### src/rtl/volume_fade_envelope_unit_assert.svh
// Assertion macros for the volume fade envelope unit.
// Needs no other file; included by the top level only.
`ifndef VOLUME_FADE_ENVELOPE_UNIT_ASSERT_SVH
`define VOLUME_FADE_ENVELOPE_UNIT_ASSERT_SVH
`ifndef SYNTHESIS
`define VFE_ASSERT_IMP(label, clk, rst_n, ante, cons) \
  label: assert property (@(posedge clk) disable iff (!rst_n) (ante) |-> (cons)) \
    else $error("vfe assertion failed");
`define VFE_ASSERT_NEXT(label, clk, rst_n, ante, cons) \
  label: assert property (@(posedge clk) disable iff (!rst_n) (ante) |=> (cons)) \
    else $error("vfe assertion failed");
`else
`define VFE_ASSERT_IMP(label, clk, rst_n, ante, cons)
`define VFE_ASSERT_NEXT(label, clk, rst_n, ante, cons)
`endif
`endif

### src/rtl/vfe_pkg.sv
// Shared types and constants of the volume fade envelope unit.
// No dependencies; used by every other file of the block but the assert header.
package vfe_pkg;

  localparam int unsigned LevelW     = 16;
  localparam int unsigned StepW      = 16;
  localparam int unsigned CfgW       = 16;
  localparam int unsigned CfgIdxW    = 2;
  localparam int unsigned ByteW      = 8;
  localparam int unsigned LevelShift = 15;
  localparam int unsigned FracShift  = 8;
  localparam int unsigned QueueDepth = 2;

  localparam logic [LevelW-1:0] UnityLevel = 16'h8000;
  localparam logic [ByteW-1:0]  ByteMax    = 8'hff;
  localparam logic [CfgW-1:0]   CfgGainReset = 16'd256;
  localparam logic [CfgW-1:0]   CfgMaskReset = 16'd0;

  typedef enum logic [1:0] {
    FadeNone     = 2'd0,
    FadeIn       = 2'd1,
    FadeOutStop  = 2'd2,
    FadeOutPause = 2'd3
  } fade_mode_e;

  typedef enum logic {
    KindTick  = 1'b0,
    KindStart = 1'b1
  } kind_e;

  typedef enum logic [CfgIdxW-1:0] {
    CfgChanVol   = 2'd0,
    CfgChanGain  = 2'd1,
    CfgTrackGain = 2'd2,
    CfgTrackSel  = 2'd3
  } cfg_idx_e;

  typedef enum logic [2:0] {
    BackIdle,
    BackMulA,
    BackMulP,
    BackMulT,
    BackDone
  } back_state_e;

  typedef struct packed {
    logic [CfgW-1:0] chan_vol;
    logic [CfgW-1:0] chan_gain;
    logic [CfgW-1:0] track_gain;
    logic [CfgW-1:0] track_sel;
  } cfg_t;

  typedef struct packed {
    logic [LevelW-1:0] level;
    logic              stop;
    logic              pause;
  } job_t;

  typedef struct packed {
    logic full;
    logic empty;
  } q_status_t;

endpackage

### src/rtl/vfe_ifs.sv
// Valid/ready channel interfaces for the input items and the results.
// Depends on vfe_pkg for the field widths.
interface vfe_in_if;
  logic                        valid;
  logic                        ready;
  logic                        kind;
  logic [1:0]                  fade_mode;
  logic [vfe_pkg::StepW-1:0]   fade_step;
  logic [vfe_pkg::LevelW-1:0]  start_level;

  modport source (output valid, kind, fade_mode, fade_step, start_level, input ready);
  modport sink   (input valid, kind, fade_mode, fade_step, start_level, output ready);
endinterface

interface vfe_out_if;
  logic                        valid;
  logic                        ready;
  logic [vfe_pkg::ByteW-1:0]   bus_volume;
  logic [vfe_pkg::ByteW-1:0]   track_volume;
  logic [vfe_pkg::CfgW-1:0]    track_mask;
  logic                        stop_request;
  logic                        pause_request;

  modport source (output valid, bus_volume, track_volume, track_mask, stop_request,
                  pause_request, input ready);
  modport sink   (input valid, bus_volume, track_volume, track_mask, stop_request,
                  pause_request, output ready);
endinterface

### src/rtl/vfe_front.sv
// Front end: accepts input beats, holds the envelope state and advances it.
// Depends on vfe_pkg and vfe_in_if; pushes one job per beat into the queue.
module vfe_front (
  input  logic                     clk_i,
  input  logic                     rst_ni,
  vfe_in_if.sink                   in_i,
  input  vfe_pkg::q_status_t       q_status_i,
  output logic                     push_o,
  output vfe_pkg::job_t            job_o
);

  vfe_pkg::fade_mode_e              mode_q, mode_d;
  logic [vfe_pkg::LevelW-1:0]       level_q, level_d;
  logic [vfe_pkg::StepW-1:0]        step_q, step_d;
  logic [vfe_pkg::LevelW-1:0]       sum;
  logic                             stop, pause;

  assign in_i.ready = !q_status_i.full;
  assign push_o     = in_i.valid && in_i.ready;
  assign sum        = level_q + step_q;

  always_comb begin
    mode_d  = mode_q;
    level_d = level_q;
    step_d  = step_q;
    stop    = 1'b0;
    pause   = 1'b0;
    if (push_o) begin
      if (vfe_pkg::kind_e'(in_i.kind) == vfe_pkg::KindStart) begin
        mode_d  = vfe_pkg::fade_mode_e'(in_i.fade_mode);
        step_d  = in_i.fade_step;
        level_d = in_i.start_level;
      end else begin
        unique case (mode_q)
          vfe_pkg::FadeIn: begin
            // The wrapped sum reaching bit 15 ends the fade at unity.
            if (sum[vfe_pkg::LevelW-1]) begin
              mode_d  = vfe_pkg::FadeNone;
              level_d = vfe_pkg::UnityLevel;
              step_d  = '0;
            end else begin
              level_d = sum;
            end
          end
          vfe_pkg::FadeOutStop: begin
            if (level_q < step_q) begin
              mode_d  = vfe_pkg::FadeNone;
              level_d = '0;
              stop    = 1'b1;
            end else begin
              level_d = level_q - step_q;
            end
          end
          vfe_pkg::FadeOutPause: begin
            if (level_q < step_q) begin
              level_d = '0;
              pause   = 1'b1;
            end else begin
              level_d = level_q - step_q;
            end
          end
          vfe_pkg::FadeNone: begin
          end
          default: begin
          end
        endcase
      end
    end
  end

  assign job_o.level = level_d;
  assign job_o.stop  = stop;
  assign job_o.pause = pause;

  always_ff @(posedge clk_i or negedge rst_ni) begin
    if (!rst_ni) begin
      mode_q  <= vfe_pkg::FadeNone;
      level_q <= vfe_pkg::UnityLevel;
      step_q  <= '0;
    end else begin
      mode_q  <= mode_d;
      level_q <= level_d;
      step_q  <= step_d;
    end
  end

endmodule

### src/rtl/vfe_queue.sv
// Short job queue between the front end and the multiplier back end.
// Depends on vfe_pkg for the job and status types.
module vfe_queue #(
  parameter int unsigned DEPTH = vfe_pkg::QueueDepth
) (
  input  logic                 clk_i,
  input  logic                 rst_ni,
  input  logic                 push_i,
  input  vfe_pkg::job_t        job_i,
  input  logic                 pop_i,
  output vfe_pkg::job_t        job_o,
  output vfe_pkg::q_status_t   status_o
);

  localparam int unsigned PtrW = (DEPTH > 1) ? $clog2(DEPTH) : 1;
  localparam int unsigned CntW = $clog2(DEPTH + 1);

  vfe_pkg::job_t   mem_q [DEPTH];
  logic [PtrW-1:0] wr_ptr_q, wr_ptr_d;
  logic [PtrW-1:0] rd_ptr_q, rd_ptr_d;
  logic [CntW-1:0] cnt_q, cnt_d;

  assign status_o.full  = (cnt_q == CntW'(DEPTH));
  assign status_o.empty = (cnt_q == '0);
  assign job_o          = mem_q[rd_ptr_q];

  always_comb begin
    wr_ptr_d = wr_ptr_q;
    rd_ptr_d = rd_ptr_q;
    cnt_d    = cnt_q;
    if (push_i) begin
      wr_ptr_d = (wr_ptr_q == PtrW'(DEPTH - 1)) ? '0 : wr_ptr_q + 1'b1;
    end
    if (pop_i) begin
      rd_ptr_d = (rd_ptr_q == PtrW'(DEPTH - 1)) ? '0 : rd_ptr_q + 1'b1;
    end
    if (push_i && !pop_i) begin
      cnt_d = cnt_q + 1'b1;
    end else if (pop_i && !push_i) begin
      cnt_d = cnt_q - 1'b1;
    end
  end

  always_ff @(posedge clk_i or negedge rst_ni) begin
    if (!rst_ni) begin
      wr_ptr_q <= '0;
      rd_ptr_q <= '0;
      cnt_q    <= '0;
    end else begin
      wr_ptr_q <= wr_ptr_d;
      rd_ptr_q <= rd_ptr_d;
      cnt_q    <= cnt_d;
    end
  end

  always_ff @(posedge clk_i) begin
    if (push_i) begin
      mem_q[wr_ptr_q] <= job_i;
    end
  end

endmodule

### src/rtl/vfe_back.sv
// Back end: scales each queued level by the gains over three multiply steps.
// Depends on vfe_pkg and vfe_out_if; holds the result until the sink takes it.
module vfe_back (
  input  logic                 clk_i,
  input  logic                 rst_ni,
  input  vfe_pkg::cfg_t        cfg_i,
  input  vfe_pkg::job_t        job_i,
  input  vfe_pkg::q_status_t   q_status_i,
  output logic                 pop_o,
  vfe_out_if.source            out_o
);

  localparam int unsigned ProdAW = 2 * vfe_pkg::CfgW;
  localparam int unsigned ProdPW = ProdAW + vfe_pkg::LevelW;
  localparam int unsigned BusLsb = vfe_pkg::LevelShift + vfe_pkg::FracShift;
  localparam int unsigned VolLsb = 2 * vfe_pkg::FracShift;
  localparam int unsigned ProdTW = ProdPW - VolLsb + vfe_pkg::CfgW;
  localparam int unsigned TrkLsb = vfe_pkg::LevelShift;

  vfe_pkg::back_state_e   state_q, state_d;
  vfe_pkg::job_t          job_q;
  logic [ProdAW-1:0]      a_q;
  logic [ProdPW-1:0]      p_q;
  logic [ProdTW-1:0]      t_q;

  always_comb begin
    state_d = state_q;
    unique case (state_q)
      vfe_pkg::BackIdle: if (!q_status_i.empty) state_d = vfe_pkg::BackMulA;
      vfe_pkg::BackMulA: state_d = vfe_pkg::BackMulP;
      vfe_pkg::BackMulP: state_d = vfe_pkg::BackMulT;
      vfe_pkg::BackMulT: state_d = vfe_pkg::BackDone;
      vfe_pkg::BackDone: if (out_o.ready) state_d = vfe_pkg::BackIdle;
      default:           state_d = vfe_pkg::BackIdle;
    endcase
  end

  always_comb begin
    pop_o       = (state_q == vfe_pkg::BackIdle) && !q_status_i.empty;
    out_o.valid = (state_q == vfe_pkg::BackDone);
  end

  always_ff @(posedge clk_i or negedge rst_ni) begin
    if (!rst_ni) begin
      state_q <= vfe_pkg::BackIdle;
    end else begin
      state_q <= state_d;
    end
  end

  // Volume times gain first, then the level, then the track gain on the 17.15 value.
  always_ff @(posedge clk_i) begin
    if (pop_o) begin
      job_q <= job_i;
    end
    if (state_q == vfe_pkg::BackMulA) begin
      a_q <= ProdAW'(cfg_i.chan_vol) * ProdAW'(cfg_i.chan_gain);
    end
    if (state_q == vfe_pkg::BackMulP) begin
      p_q <= ProdPW'(a_q) * ProdPW'(job_q.level);
    end
    if (state_q == vfe_pkg::BackMulT) begin
      t_q <= ProdTW'(p_q[ProdPW-1:VolLsb]) * ProdTW'(cfg_i.track_gain);
    end
  end

  assign out_o.bus_volume   = (|p_q[ProdPW-1:BusLsb+vfe_pkg::ByteW]) ? vfe_pkg::ByteMax
                                                                     : p_q[BusLsb +: vfe_pkg::ByteW];
  assign out_o.track_volume = (|t_q[ProdTW-1:TrkLsb+vfe_pkg::ByteW]) ? vfe_pkg::ByteMax
                                                                     : t_q[TrkLsb +: vfe_pkg::ByteW];
  assign out_o.track_mask    = cfg_i.track_sel;
  assign out_o.stop_request  = job_q.stop;
  assign out_o.pause_request = job_q.pause;

endmodule

### src/rtl/volume_fade_envelope_unit.sv
// Top level of the volume fade envelope unit: configuration registers and wiring.
// Depends on vfe_pkg, vfe_ifs, vfe_front, vfe_queue, vfe_back and the assert header.
//
//   channel  direction  beat contents
//   in_i     sink       kind, fade_mode, fade_step, start_level
//   out_o    source     bus_volume, track_volume, track_mask, stop/pause request
//   cfg      write      cfg_we_i, cfg_idx_i, cfg_data_i
//
// A result is presented once its input beat has been pushed into the queue, popped by
// the back end and taken through three multiply steps, each on its own multiplier;
// then the result holds. The back end works on one item at a time. The front end keeps
// taking beats until the queue is full, so a stalled output does not block input at
// once. Reset clears the envelope, the queue and the back end and sets the
// configuration registers to their reset values.
`include "volume_fade_envelope_unit_assert.svh"

module volume_fade_envelope_unit #(
  parameter int unsigned QUEUE_DEPTH = vfe_pkg::QueueDepth
) (
  input  logic                         clk_i,
  input  logic                         rst_ni,
  vfe_in_if.sink                       in_i,
  vfe_out_if.source                    out_o,
  input  logic                         cfg_we_i,
  input  logic [vfe_pkg::CfgIdxW-1:0]  cfg_idx_i,
  input  logic [vfe_pkg::CfgW-1:0]     cfg_data_i
);

  vfe_pkg::cfg_t       cfg_q;
  vfe_pkg::job_t       push_job, pop_job;
  vfe_pkg::q_status_t  q_status;
  logic                q_push, q_pop;

  always_ff @(posedge clk_i or negedge rst_ni) begin
    if (!rst_ni) begin
      cfg_q.chan_vol   <= vfe_pkg::CfgGainReset;
      cfg_q.chan_gain  <= vfe_pkg::CfgGainReset;
      cfg_q.track_gain <= vfe_pkg::CfgGainReset;
      cfg_q.track_sel  <= vfe_pkg::CfgMaskReset;
    end else if (cfg_we_i) begin
      unique case (vfe_pkg::cfg_idx_e'(cfg_idx_i))
        vfe_pkg::CfgChanVol:   cfg_q.chan_vol   <= cfg_data_i;
        vfe_pkg::CfgChanGain:  cfg_q.chan_gain  <= cfg_data_i;
        vfe_pkg::CfgTrackGain: cfg_q.track_gain <= cfg_data_i;
        vfe_pkg::CfgTrackSel:  cfg_q.track_sel  <= cfg_data_i;
        default: begin
        end
      endcase
    end
  end

  vfe_front u_front (
    .clk_i      (clk_i),
    .rst_ni     (rst_ni),
    .in_i       (in_i),
    .q_status_i (q_status),
    .push_o     (q_push),
    .job_o      (push_job)
  );

  vfe_queue #(
    .DEPTH (QUEUE_DEPTH)
  ) u_queue (
    .clk_i    (clk_i),
    .rst_ni   (rst_ni),
    .push_i   (q_push),
    .job_i    (push_job),
    .pop_i    (q_pop),
    .job_o    (pop_job),
    .status_o (q_status)
  );

  vfe_back u_back (
    .clk_i      (clk_i),
    .rst_ni     (rst_ni),
    .cfg_i      (cfg_q),
    .job_i      (pop_job),
    .q_status_i (q_status),
    .pop_o      (q_pop),
    .out_o      (out_o)
  );

  // A tick cannot end in both a stop and a pause.
  `VFE_ASSERT_IMP(a_single_request, clk_i, rst_ni, q_push, !(push_job.stop && push_job.pause))
  // Any request is raised only with the level at zero.
  `VFE_ASSERT_IMP(a_request_at_zero, clk_i, rst_ni, q_push && (push_job.stop || push_job.pause),
                  push_job.level == '0)
  // The back end never takes a new job while a result is waiting.
  `VFE_ASSERT_IMP(a_no_pop_while_valid, clk_i, rst_ni, out_o.valid, !q_pop)
  // After a pop the queue cannot have been full unless a push came with it.
  `VFE_ASSERT_NEXT(a_pop_frees_slot, clk_i, rst_ni, q_pop && !q_push, !q_status.full)

endmodule

### src/flat_wrapper.sv
// flat-port wrapper written by rule: the top's interface ports become plain ports
module volume_fade_envelope_unit_flat 
#(
  parameter int unsigned QUEUE_DEPTH = vfe_pkg::QueueDepth
)
  (clk_i, rst_ni, cfg_we_i, cfg_idx_i, cfg_data_i, in_i_valid, in_i_kind, in_i_fade_mode, in_i_fade_step, in_i_start_level, in_i_ready, out_o_valid, out_o_bus_volume, out_o_track_volume, out_o_track_mask, out_o_stop_request, out_o_pause_request, out_o_ready);
  vfe_in_if in_i_i ();
  vfe_out_if out_o_i ();
  input  logic clk_i;
  input  logic rst_ni;
  input  logic cfg_we_i;
  input  logic [vfe_pkg::CfgIdxW-1:0] cfg_idx_i;
  input  logic [vfe_pkg::CfgW-1:0] cfg_data_i;
  input wire logic [$bits(in_i_i.valid)-1:0] in_i_valid;
  input wire logic [$bits(in_i_i.kind)-1:0] in_i_kind;
  input wire logic [$bits(in_i_i.fade_mode)-1:0] in_i_fade_mode;
  input wire logic [$bits(in_i_i.fade_step)-1:0] in_i_fade_step;
  input wire logic [$bits(in_i_i.start_level)-1:0] in_i_start_level;
  output wire logic [$bits(in_i_i.ready)-1:0] in_i_ready;
  output wire logic [$bits(out_o_i.valid)-1:0] out_o_valid;
  output wire logic [$bits(out_o_i.bus_volume)-1:0] out_o_bus_volume;
  output wire logic [$bits(out_o_i.track_volume)-1:0] out_o_track_volume;
  output wire logic [$bits(out_o_i.track_mask)-1:0] out_o_track_mask;
  output wire logic [$bits(out_o_i.stop_request)-1:0] out_o_stop_request;
  output wire logic [$bits(out_o_i.pause_request)-1:0] out_o_pause_request;
  input wire logic [$bits(out_o_i.ready)-1:0] out_o_ready;
  assign in_i_i.valid = in_i_valid;
  assign in_i_i.kind = in_i_kind;
  assign in_i_i.fade_mode = in_i_fade_mode;
  assign in_i_i.fade_step = in_i_fade_step;
  assign in_i_i.start_level = in_i_start_level;
  assign in_i_ready = in_i_i.ready;
  assign out_o_valid = out_o_i.valid;
  assign out_o_bus_volume = out_o_i.bus_volume;
  assign out_o_track_volume = out_o_i.track_volume;
  assign out_o_track_mask = out_o_i.track_mask;
  assign out_o_stop_request = out_o_i.stop_request;
  assign out_o_pause_request = out_o_i.pause_request;
  assign out_o_i.ready = out_o_ready;
  volume_fade_envelope_unit #(.QUEUE_DEPTH(QUEUE_DEPTH)) u_core (.clk_i(clk_i), .rst_ni(rst_ni), .in_i(in_i_i), .out_o(out_o_i), .cfg_we_i(cfg_we_i), .cfg_idx_i(cfg_idx_i), .cfg_data_i(cfg_data_i));
endmodule
### config.mk
export PLATFORM = sky130hd
export DESIGN_NAME = volume_fade_envelope_unit_flat
export DESIGN_NICKNAME = d
export VERILOG_FILES = /design/src/rtl/vfe_pkg.sv /design/src/rtl/vfe_ifs.sv /design/src/rtl/vfe_front.sv /design/src/rtl/vfe_queue.sv /design/src/rtl/vfe_back.sv /design/src/rtl/volume_fade_envelope_unit.sv /design/src/flat_wrapper.sv
export VERILOG_INCLUDE_DIRS = /design/src /design/src/rtl
export SDC_FILE = /design/constraint.sdc
export NUM_CORES = 2
export LEC_CHECK = 0
export BUFFER_PORTS_ARGS = -buffer_cell sky130_fd_sc_hd__clkbuf_2
export CAP_MARGIN = 5
export CORE_AREA = 2 2 336 338
export DETAILED_ROUTE_END_ITERATION = 8
export DIE_AREA = 0 0 338 340
export PLACE_DENSITY = 0.61
export SYNTH_ARGS = -nofsm -noshare
export SYNTH_HDL_FRONTEND = slang
export SYNTH_SLANG_ARGS = --single-unit
### constraint.sdc
create_clock -name clk_i -period 6.3 [get_ports clk_i]
set_input_delay 0.63 -clock clk_i [delete_from_list [all_inputs] [get_ports clk_i]]
set_output_delay 0.63 -clock clk_i [all_outputs]
set_load 0.02 [all_outputs]
==> flow_summary.json <==
{
  "ys_ff_latch": 256,
  "max_freq_mhz": 152,
  "worstSkewPairLatency_ns": 0.59,
  "crit_buf_inv": 7,
  "drc": 0,
  "drv_slew": 0,
  "root_buffer": "clkbuf_16",
  "async_reset_ff_share_pct": 41.0,
  "fillers": 9959,
  "synth_seq_area_share_pct": 14.4,
  "vias": 36400,
  "hold_buffers": 0,
  "tightest_slew_ns": 1.06,
  "ys_warn_count": 0,
  "drive_above_1_share_pct": 20.2,
  "detail_route.wl_per_cell_um": 17.7,
  "core-area_mm2": 0.112,
  "failed_checks": "setup timing",
  "layout.nets": 7208,
  "ys_types": 82,
  "finalHoldViolations": 0,
  "grt_pass1_vias": 38800,
  "grt_max_degree": 56,
  "critical_path_class": "register to register",
  "cp.required_ns": 6.64,
  "track_usage_pct": 23.0,
  "grt_pass1_wl_um": 208000,
  "yosysTopAreaCell": "fa_1",
  "syn_inst": 5210,
  "io_buffers": 93,
  "critPathMaxStageDelay_ns": 0.58,
  "drt_iter0_drc": 1931,
  "ys_top_cells_by_area": "fa_1 41%, ha_1 9.3%, edfxtp_1 9.1%",
  "clock_sinks": 256,
  "cts_max_level": 2,
  "drtPass1Iterations": 5,
  "fin_cells": 7277,
  "clk_pin_slew_ns": 0.06,
  "die_w_um": 338,
  "cts_tree": "yes",
  "floorplan.initialDensity_pct": 44.6,
  "numPlacedInstances": 7101,
  "syn_area_per_cell_um2": 9.55,
  "pre_cts_ws_ns": -0.527,
  "yosys-top-cells-count": "1176 x inv_1, 1030 x fa_1, 828 x nand2_1",
  "synth_nets": 6668,
  "critPathLaunchType": "register",
  "path_common_cell": "fa_1",
  "dieArea_mm2": 0.115,
  "relSlewSlack_pct": 29.0,
  "vias_per_cell": 5.00,
  "synth_top_area_share_pct": 41.4,
  "place_congestion": 0.904,
  "timing.final.crit_share_pct": 105,
  "yosysMostFrequentCell": "inv_1",
  "status": "finished, violations left",
  "crit_family": "adder cells",
  "rsz0062_at_grt": "true",
  "synth_edf_count": 151,
  "crit_path_end_kind": "register",
  "areaGrowthSynthToFinish_pct": 19.4,
  "cap_violations": 0,
  "drtAntennaViolNets": 0,
  "fin_tns_setup_ns": -4.49,
  "rows": 123,
  "worstPathArrival_ns": 6.93,
  "grt-ovfl-total": 0,
  "layout_min_cycle_time_ns": 6.59,
  "clock_skew_ns": 0.0216,
  "finalSetupViolations": 35,
  "wirelength_um": 129000,
  "ios": 94,
  "holdCritPathClass": "primary input to asynchronous set/reset pin",
  "synth_area_mm2": 0.0498,
  "die_h_um": 340,
  "antenna_found_initial": 4,
  "ys.flop_type": "edfxtp_1",
  "crit_slowest_cell": "fa_1",
  "cp_max_fo": 5,
  "worst_slack_ns": -0.293,
  "cts_buffers": 35,
  "dp_hpwl_um": 106000,
  "cts.path.max_buffers": 3
}
layer usage:
metal	track usage, %	vias to the layer above	share of wire [%]
met5	0	-	0
met4	5.54	0	2.5
met3	3.45	176	6.0
met2	38.8	907	49
met1	31.3	18600	43
li1	-	16700	-
per-stage QoR:
step           area, um2  util (%)  hold slack, ns
3_3_place_gp       55700      50.0           0.477
6_report           59400      53.3           0.137
5_1_grt            59400      53.3           0.187
4_1_cts            58300      52.3           0.142
2_1_floorplan      49900         -           0.334
3_5_place_dp       55700      50.0           0.493
registers in the layout, indices dropped and copies added, names as in the netlist:
name and flops:
u_core.u_queue.wr_ptr_q 1, u_core.u_back.state_q 3, u_core.u_front.level_q 16, u_core.u_back.out_o.pause_request 1
u_core.u_queue.mem_q 36, u_core.u_front.mode_q 2, u_core.u_queue.cnt_q 2, u_core.u_back.p_q 32
u_core.u_back.job_q 16, u_core.u_back.t_q 33, u_core.u_back.out_o.stop_request 1, u_core.u_back.a_q 32
u_core.u_front.step_q 16, u_core.u_queue.rd_ptr_q 1, u_core.cfg_q 64
layout make-up:
| cell class | instances | area (um2) | area share, % |
|---|---|---|---|
| diodes | 1 | 2.50 | 0.00421 |
| clock buffers | 44 | 961 | 1.62 |
| clock inverters | 19 | 280 | 0.471 |
| inverters | 1176 | 4410 | 7.43 |
| multi-input cells | 3540 | 38500 | 64.7 |
| flip-flops and latches | 256 | 7190 | 12.1 |
| well taps | 1500 | 1880 | 3.16 |
| repair buffers | 741 | 6270 | 10.5 |
kinds of logic after synthesis:
family	after synthesis	synth area share [%]
buf+inv	1414	10.8
fa+ha+maj	1400	50.7
flops	256	14.4
simple gates	1582	15.2
compound gates	376	5.27
mux	85	1.93
xor+xnor	97	1.71
repair_timing:
item                                    in CTS  in global routing
resized for setup                          196                203
endpoints found under the setup margin      40                 52
gates cloned                                 2                  0
pin swaps                                  105                128
buffers inserted                            73                 44
layout by cell type (no fill, tap or decap), types with 17 or more instances in the layout:
cell       count
inv_2         28
a22o_1        18
o21ai_0       42
ha_4          22
and2_4        27
dfrtp_1       84
fa_2          43
o21a_1        17
nor2_1        81
xor2_1        24
ha_1         345
buf_12        46
clkbuf_16     36
a21o_1        38
fa_1         987
mux2_2        82
and2_1       485
edfxtp_1     151
xnor2_1       66
dfrtp_2       17
nand2_1      811
nor3_1        25
buf_6         72
buf_4        520
a21oi_2       22
a21oi_1       74
clkbuf_2      92
inv_1       1148
worst paths after layout:
| check | cells after the start | slack, ns | end | from |
|---|---|---|---|---|
| max | 25 | -0.29 | u_core.u_back.p_q[42]$_DFFE_PN_ | u_core.u_back.a_q[5]$_DFFE_PP_ |
| min | 1 | 0.14 | u_core.u_front.level_q[7]$_DFF_PN0_ | rst_ni |
| min in group clk_i | 2 | 0.28 | u_core.u_front.step_q[15]$_DFFE_PN0P_ | in_i_fade_step[15] |
| max in group asynchronous | 2 | 4.88 | u_core.cfg_q[45]$_DFFE_PN0P_ | rst_ni |
| min reg2reg | 1 | 0.50 | u_core.u_front.step_q[15]$_DFFE_PN0P_ | u_core.u_front.step_q[15]$_DFFE_PN0P_ |
| max reg2reg | 25 | -0.29 | u_core.u_back.p_q[42]$_DFFE_PN_ | u_core.u_back.a_q[5]$_DFFE_PP_ |
Power is left out: the tool's default activity adds up to more than one toggle a clock period on the data nets, which glitch-free logic cannot reach.
